**src/rtl/core/tbpc_pkg.sv**
```systemverilog
package tbpc_pkg;

   localparam int unsigned CountWidth = 16;
   localparam int unsigned EventWidth = 6;
   localparam int unsigned PendWidth  = 4;
   localparam int unsigned CsrIdxWidth = 2;

   localparam logic [CountWidth-1:0] ShortThresholdReset = 16'd100;
   localparam logic [CountWidth-1:0] LongThresholdReset  = 16'd1000;
   localparam logic [CountWidth-1:0] WindowTicksReset    = 16'd100;

   typedef enum logic [CsrIdxWidth-1:0] {
      CSR_SHORT_THRESHOLD = 2'd0,
      CSR_LONG_THRESHOLD  = 2'd1,
      CSR_WINDOW_TICKS    = 2'd2
   } csr_index_type;

   localparam logic [EventWidth-1:0] EvBothShort = 6'h10;
   localparam logic [EventWidth-1:0] EvBothLong  = 6'h20;
   localparam logic [PendWidth-1:0]  PendBothShort = 4'b0101;
   localparam logic [PendWidth-1:0]  PendBothLong  = 4'b1010;

   typedef struct packed {
      logic key1_level;
      logic key2_level;
   } req_type;

   typedef struct packed {
      logic                  publish;
      logic [EventWidth-1:0] event_bits;
   } rsp_type;

   typedef struct packed {
      logic short_event;
      logic long_event;
      logic count_zero;
   } lane_status_type;

endpackage

```
**src/rtl/core/tbpc_key_lane.sv**
```systemverilog
module tbpc_key_lane (
   input  logic                                 clock,
   input  logic                                 reset,
   input  logic                                 step,
   input  logic                                 level,
   input  logic [tbpc_pkg::CountWidth-1:0]      short_threshold,
   input  logic [tbpc_pkg::CountWidth-1:0]      long_threshold,
   output tbpc_pkg::lane_status_type            status
);
   import tbpc_pkg::*;

   logic                  last_ff, last_in;
   logic                  held_ff, held_in;
   logic [CountWidth-1:0] count_ff, count_in;
   logic                  held_now;
   logic [CountWidth-1:0] count_inc;

   always_comb begin
      held_now  = (level != last_ff) ? level : held_ff;
      count_inc = count_ff + 1'b1;
      last_in   = level;
      held_in   = held_now;
      count_in  = count_ff;
      status    = '0;
      if (held_now) begin
         if (count_inc >= long_threshold) begin
            count_in          = '0;
            held_in           = 1'b0;
            status.long_event = 1'b1;
         end else begin
            count_in = count_inc;
         end
      end else if (count_ff > short_threshold) begin
         count_in           = '0;
         status.short_event = 1'b1;
      end
      status.count_zero = (count_in == '0);
   end

   always_ff @(posedge clock) begin
      if (reset) begin
         last_ff  <= 1'b0;
         held_ff  <= 1'b0;
         count_ff <= '0;
      end else if (step) begin
         last_ff  <= last_in;
         held_ff  <= held_in;
         count_ff <= count_in;
      end
   end

endmodule

```
**src/rtl/core/tbpc_merge.sv**
```systemverilog
module tbpc_merge (
   input  logic                            clock,
   input  logic                            reset,
   input  logic                            step,
   input  logic [tbpc_pkg::CountWidth-1:0] window_ticks,
   input  tbpc_pkg::lane_status_type       key1_status,
   input  tbpc_pkg::lane_status_type       key2_status,
   output tbpc_pkg::rsp_type               result
);
   import tbpc_pkg::*;

   logic [CountWidth-1:0] window_ff, window_in;
   logic [PendWidth-1:0]  pending_ff, pending_in;
   logic [PendWidth-1:0]  pending_all;
   logic [CountWidth-1:0] window_inc;
   logic [CountWidth-1:0] window_len;
   logic                  expire;

   always_comb begin
      pending_all = pending_ff | {key2_status.long_event, key2_status.short_event,
                                  key1_status.long_event, key1_status.short_event};
      window_len  = (window_ticks == '0) ? CountWidth'(1) : window_ticks;
      window_inc  = window_ff + 1'b1;
      expire      = (window_inc >= window_len);
      window_in   = expire ? '0 : window_inc;
      pending_in  = pending_all;
      result      = '0;
      if (expire && key1_status.count_zero && key2_status.count_zero
          && (pending_all != '0)) begin
         result.publish = 1'b1;
         pending_in     = '0;
         if ((pending_all & PendBothShort) == PendBothShort) begin
            result.event_bits = EvBothShort;
         end else if ((pending_all & PendBothLong) == PendBothLong) begin
            result.event_bits = EvBothLong;
         end else begin
            result.event_bits = {{(EventWidth-PendWidth){1'b0}}, pending_all};
         end
      end
   end

   always_ff @(posedge clock) begin
      if (reset) begin
         window_ff  <= '0;
         pending_ff <= '0;
      end else if (step) begin
         window_ff  <= window_in;
         pending_ff <= pending_in;
      end
   end

endmodule

```
**src/rtl/core/two_button_press_classifier_core.sv**
```systemverilog
// Two-key short/long press classifier. Each transfer on the req channel is one tick
// carrying both key levels and yields exactly one transfer on the rsp channel through
// an output register. Throughput is one tick per clock: the two key lanes and the
// window counter update on each accepted tick, so req_stall is raised only while
// that register holds a result that rsp_stall is blocking. The user writes registers
// through csr_we/csr_index/csr_wdata only while idle, which the block itself does not
// enforce; indexes beyond the window register are ignored.
module two_button_press_classifier_core (
   input  logic                             clock,
   input  logic                             reset,
   input  logic                             req_valid,
   output logic                             req_stall,
   input  tbpc_pkg::req_type                req_payload,
   output logic                             rsp_valid,
   input  logic                             rsp_stall,
   output tbpc_pkg::rsp_type                rsp_payload,
   input  logic                             csr_we,
   input  logic [tbpc_pkg::CsrIdxWidth-1:0] csr_index,
   input  logic [tbpc_pkg::CountWidth-1:0]  csr_wdata
);
   import tbpc_pkg::*;

   logic [CountWidth-1:0] short_threshold_ff;
   logic [CountWidth-1:0] long_threshold_ff;
   logic [CountWidth-1:0] window_ticks_ff;
   logic                  rsp_valid_ff, rsp_valid_in;
   rsp_type               rsp_payload_ff;
   rsp_type               result;
   lane_status_type       key1_status;
   lane_status_type       key2_status;
   logic                  req_take;

   assign req_stall    = rsp_valid_ff && rsp_stall;
   assign req_take     = req_valid && !req_stall;
   assign rsp_valid    = rsp_valid_ff;
   assign rsp_payload  = rsp_payload_ff;
   assign rsp_valid_in = req_take || (rsp_valid_ff && rsp_stall);

   always_ff @(posedge clock) begin
      if (reset) begin
         short_threshold_ff <= ShortThresholdReset;
         long_threshold_ff  <= LongThresholdReset;
         window_ticks_ff    <= WindowTicksReset;
      end else if (csr_we) begin
         case (csr_index)
            CSR_SHORT_THRESHOLD: short_threshold_ff <= csr_wdata;
            CSR_LONG_THRESHOLD:  long_threshold_ff  <= csr_wdata;
            CSR_WINDOW_TICKS:    window_ticks_ff    <= csr_wdata;
            default: ;
         endcase
      end
   end

   tbpc_key_lane u_key1 (
      .clock           (clock),
      .reset           (reset),
      .step            (req_take),
      .level           (req_payload.key1_level),
      .short_threshold (short_threshold_ff),
      .long_threshold  (long_threshold_ff),
      .status          (key1_status)
   );

   tbpc_key_lane u_key2 (
      .clock           (clock),
      .reset           (reset),
      .step            (req_take),
      .level           (req_payload.key2_level),
      .short_threshold (short_threshold_ff),
      .long_threshold  (long_threshold_ff),
      .status          (key2_status)
   );

   tbpc_merge u_merge (
      .clock        (clock),
      .reset        (reset),
      .step         (req_take),
      .window_ticks (window_ticks_ff),
      .key1_status  (key1_status),
      .key2_status  (key2_status),
      .result       (result)
   );

   always_ff @(posedge clock) begin
      if (reset) begin
         rsp_valid_ff <= 1'b0;
      end else begin
         rsp_valid_ff <= rsp_valid_in;
      end
      if (req_take) begin
         rsp_payload_ff <= result;
      end
   end

   a_take_gives_rsp: assert property (@(posedge clock) disable iff (reset)
      req_take |=> rsp_valid)
      else $error("accepted tick produced no result");

   a_no_pub_no_events: assert property (@(posedge clock) disable iff (reset)
      rsp_valid && !rsp_payload.publish |-> rsp_payload.event_bits == '0)
      else $error("event bits set without publish");

   a_both_exclusive: assert property (@(posedge clock) disable iff (reset)
      rsp_valid && (rsp_payload.event_bits[5:4] != 2'b00)
      |-> $onehot(rsp_payload.event_bits[5:4]) && rsp_payload.event_bits[3:0] == 4'b0000)
      else $error("combined event mixed with other bits");

   a_full_blocks_req: assert property (@(posedge clock) disable iff (reset)
      rsp_valid_ff && rsp_stall |-> req_stall)
      else $error("input taken while result register blocked");

endmodule

```
**config.mk**
```make
export PLATFORM = sky130hd
export DESIGN_NAME = two_button_press_classifier_core
export DESIGN_NICKNAME = d
export VERILOG_FILES = /design/src/rtl/core/tbpc_pkg.sv /design/src/rtl/core/tbpc_key_lane.sv /design/src/rtl/core/tbpc_merge.sv /design/src/rtl/core/two_button_press_classifier_core.sv
export SDC_FILE = /design/constraint.sdc
export NUM_CORES = 1
export LEC_CHECK = 0
export ABC_AREA = 0
export BUFFER_PORTS_ARGS = -buffer_cell sky130_fd_sc_hd__buf_2
export CAP_MARGIN = 5
export CORE_AREA = 3 3 140 142
export CTS_CLUSTER_DIAMETER = 30
export DETAILED_ROUTE_END_ITERATION = 8
export DIE_AREA = 0 0 143 145
export GPL_TIMING_DRIVEN = 0
export PLACE_DENSITY_LB_ADDON = 0.3
export SETUP_SLACK_MARGIN = 0.02
export SYNTH_ARGS = -nofsm -noshare
export SYNTH_HDL_FRONTEND = slang
export SYNTH_SLANG_ARGS = --single-unit
export TNS_END_PERCENT = 20
```
**constraint.sdc**
```tcl
create_clock -name clock -period 4.3 [get_ports clock]
set_input_delay 1.29 -clock clock [delete_from_list [all_inputs] [get_ports clock]]
set_output_delay 1.29 -clock clock [all_outputs]
set_load 0.005 [all_outputs]
```
==> qor.txt <==
Tot Pwr: 2.22 mW
Yosys cell types: 66
Finished Core Util: 45.8%
relative slew slack: 40.7%
combinational fraction of design power: 11.9%
CP startpoint kind: register
DR vias: 6858
CTS root buf: clkbuf_16
Cells after Synth: 938
vias in the first global route: 6218
CP endpoint kind: register
outcome: complete, no violations
H-tree lvl count: 3
first-pass GRT wire length: 34100 um
Core Footprint: 18600 um^2
share of layout cells above drive strength 1: 15.1%
count of state elements after synthesis: 112
clock sinks: 112
drt first-iter violations: 632
row count: 50
antenna cells: 0
LEAKAGE: 3.57 nW
critical path required time: 4.57 ns
initial core utilization: 39.5%
Synth top area share: 28.7%
fmax: 239 MHz
part of the power in registers: 49.2%
dpl cell area: 7780 um^2
WL/cell: 17.5 um
total congestion overflow: 0
Die W: 143 um
Main synth FF type: dfxtp_1
min cycle time layout: 4.19 ns
Synth warnings: 0
antenna violations before repair: 0
Fillers: 1840
Final Hold Viols: 0
IO Pins: 34
internal power: 1.58 mW
Post-synth ARST share: 0%
Max Root-Sink Buffers: 2
critical path peak fanout: 9
hold path cells: 2
synthesized cell area: 7330 um^2
most frequent cells in the layout: nand2_1 (133), a21oi_1 (96), dfxtp_1 (91)
period utilisation layout: 97.4%
hold slack: 0.460 ns
DRC errors left: 0
MaxCap Viol Count: 0
commonest non-fill, non-tap cell in the layout: nand2_1
Area Overhead vs Synth: 16.0%
TritonCTS clock tree: built
net switching power: 0.640 mW
Hold Crit Class: register to register
P per Cell Area: 262 nW/um^2
final setup fails: 0
sequential share of the synthesized area: 31.5%
Reg2Reg Depth: 19
setup_tns: 0 ns
DRT Wirelength: 21700 um
Mapped Nets: 1046
count of antenna-violating nets left after detailed routing: 0
Post-synth EDFFs: 7
TritonCTS Buffers: 9
dominant cells by area after synthesis: dfxtp_1 (29%), ha_1 (14%), nand2_1 (6.8%), a21oi_1 (6.6%), nor2_1 (4.1%)
worst slew pin tran: 0.889 ns
Die Height: 145 um
reg2reg start: u_key1.count_ff[6]
Final Instance Area: 8500 um^2
Max Transition Viols Final: 0
Post-Syn Area per Cell: 7.82 um^2
crit path from: u_key1.count_ff[6]
All-Layer GR Usage: 20.8%
IO Port Bufs: 32
Final #Nets: 1106
DR pass1 iterations: 5
Vias/cell: 5.54
Sw Share: 28.8%
clock skew: 0.0138 ns
clock power share: 38.9%
largest net degree at the start of global routing: 21
worst skew pair latency: 0.38 ns
Synth area leader: dfxtp_1
RSZ-0062 raised after global routing: true
critical path arrival: 4.46 ns
WS Path Type: register to register
die area: 20700 um^2
GPL Wtd Cong: 0.907
Hold Path Origin: long_threshold_ff[13]
Worst-path clk slew: 0.08 ns
Worst VDD drop: 0.209 mV
hpwl dp: 16600 um
[final timing paths]
check	to	slack, ns
setup / recovery	u_merge.pending_ff[0]	0.11
hold / removal	long_threshold_ff[13]	0.46
setup reg to reg	u_merge.pending_ff[0]	0.11
hold reg to reg	long_threshold_ff[13]	0.46
[Yosys cell counts (3+ instances only)]
cell      count
a211o_1       8
a211oi_1      5
a21o_1        6
a21oi_1      97
a22oi_1      24
a31oi_1      10
and2_1        5
and3_1       10
and4_1        3
buf_1         3
buf_2         8
clkbuf_1     32
dfxtp_1     105
edfxtp_1      7
ha_1         83
inv_1        59
nand2_1     133
nand2b_1      5
nand3_1      24
nand3b_1     13
nand4_1      21
nor2_1       81
nor2b_1      10
nor3_1       27
nor3b_1       5
nor4_1        9
o21a_1        4
o21ai_0      37
or2_2         5
or3_1         6
or3b_2        3
xnor2_1      21
xor2_1       23
[through the flow]
stage | setup slack, ns | instances
floorplan | 0.459 | 938
global placement | -0.448 | 1204
detailed placement | -0.471 | 1204
CTS | 0.0276 | 1224
global route | -0.0305 | 1237
finish | 0.112 | 1237
[power by group through the flow]
stage / Combinational [mW] / Sequential, mW / Clock [mW]
4_1_cts: 0.255 / 1.09 / 0.886
3_3_place_gp: 0.251 / 1.12 / 0
3_5_place_dp: 0.252 / 1.12 / 0
6_report: 0.265 / 1.09 / 0.865
5_1_grt: 0.296 / 1.10 / 0.921
2_1_floorplan: 0.159 / 1.11 / 0
[metal layers]
metal,vias to the layer above,global-route usage (%),share of wire [%]
met5,-,0,0
met4,0,5.04,1.8
met3,26,3.59,5.5
met2,180,31.4,44
met1,3219,30.7,49
li1,3433,-,-
[critical path, cell delays in order (launching register included)]
cell	delay [ns]
dfxtp_2	0.36
buf_6	0.14
and4_4	0.22
nand4_1	0.10
buf_4	0.18
nor2_2	0.16
xor2_1	0.28
ha_1	0.32
a21oi_1	0.15
o21ai_0	0.11
o21bai_1	0.28
or4b_1	0.50
buf_6	0.17
a41oi_1	0.26
a31o_2	0.16
nand4b_1	0.12
nor4_2	0.06
buf_4	0.17
buf_12	0.13
a211oi_1	0.23
[sequential cells by signal, summed over array words and instances (netlist names)]
signal,count
long_threshold_ff,16
u_key1.held_ff,1
window_ticks_ff,16
rsp_payload,7
u_key2.count_ff,16
u_merge.window_ff,16
u_key1.count_ff,16
u_key1.last_ff,1
rsp_valid,1
u_key2.held_ff,1
short_threshold_ff,16
u_merge.pending_ff,4
u_key2.last_ff,1
[what timing repair did]
item / 4_1_cts / 5_1_grt
pin swaps: 7 / 13
endpoints found under the setup margin: 22 / 44
hold buffers: 0 / 0
setup buffers: 4 / 12
resized for setup: 20 / 60
[logic make-up (layout without fill, tap and decap cells)]
group / count (synthesis) / in the layout / synth area share (%)
adder cells (fa/ha/maj): 83 / 83 / 14.2
XOR/XNOR: 44 / 44 / 5.26
buffers and inverters: 107 / 172 / 5.89
AND/OR/NAND/NOR: 377 / 377 / 25.2
multiplexers: 2 / 2 / 0.290
flip-flops: 112 / 112 / 31.5
AO/OA/AOI/OAI: 213 / 213 / 17.6
[layout make-up]
| type | instances | area (um^2) | area share, % |
|---|---|---|---|
| inverters | 60 | 225 | 2.65 |
| clock inverters | 6 | 56.3 | 0.662 |
| plain buffers | 47 | 240 | 2.83 |
| repair buffers | 49 | 300 | 3.53 |
| clock buffers | 10 | 239 | 2.81 |
| well taps | 234 | 293 | 3.44 |
| multi-input cells | 719 | 4810 | 56.6 |
| flip-flops and latches | 112 | 2330 | 27.5 |
No activity file was read; power rests on OpenSTA's default activity.
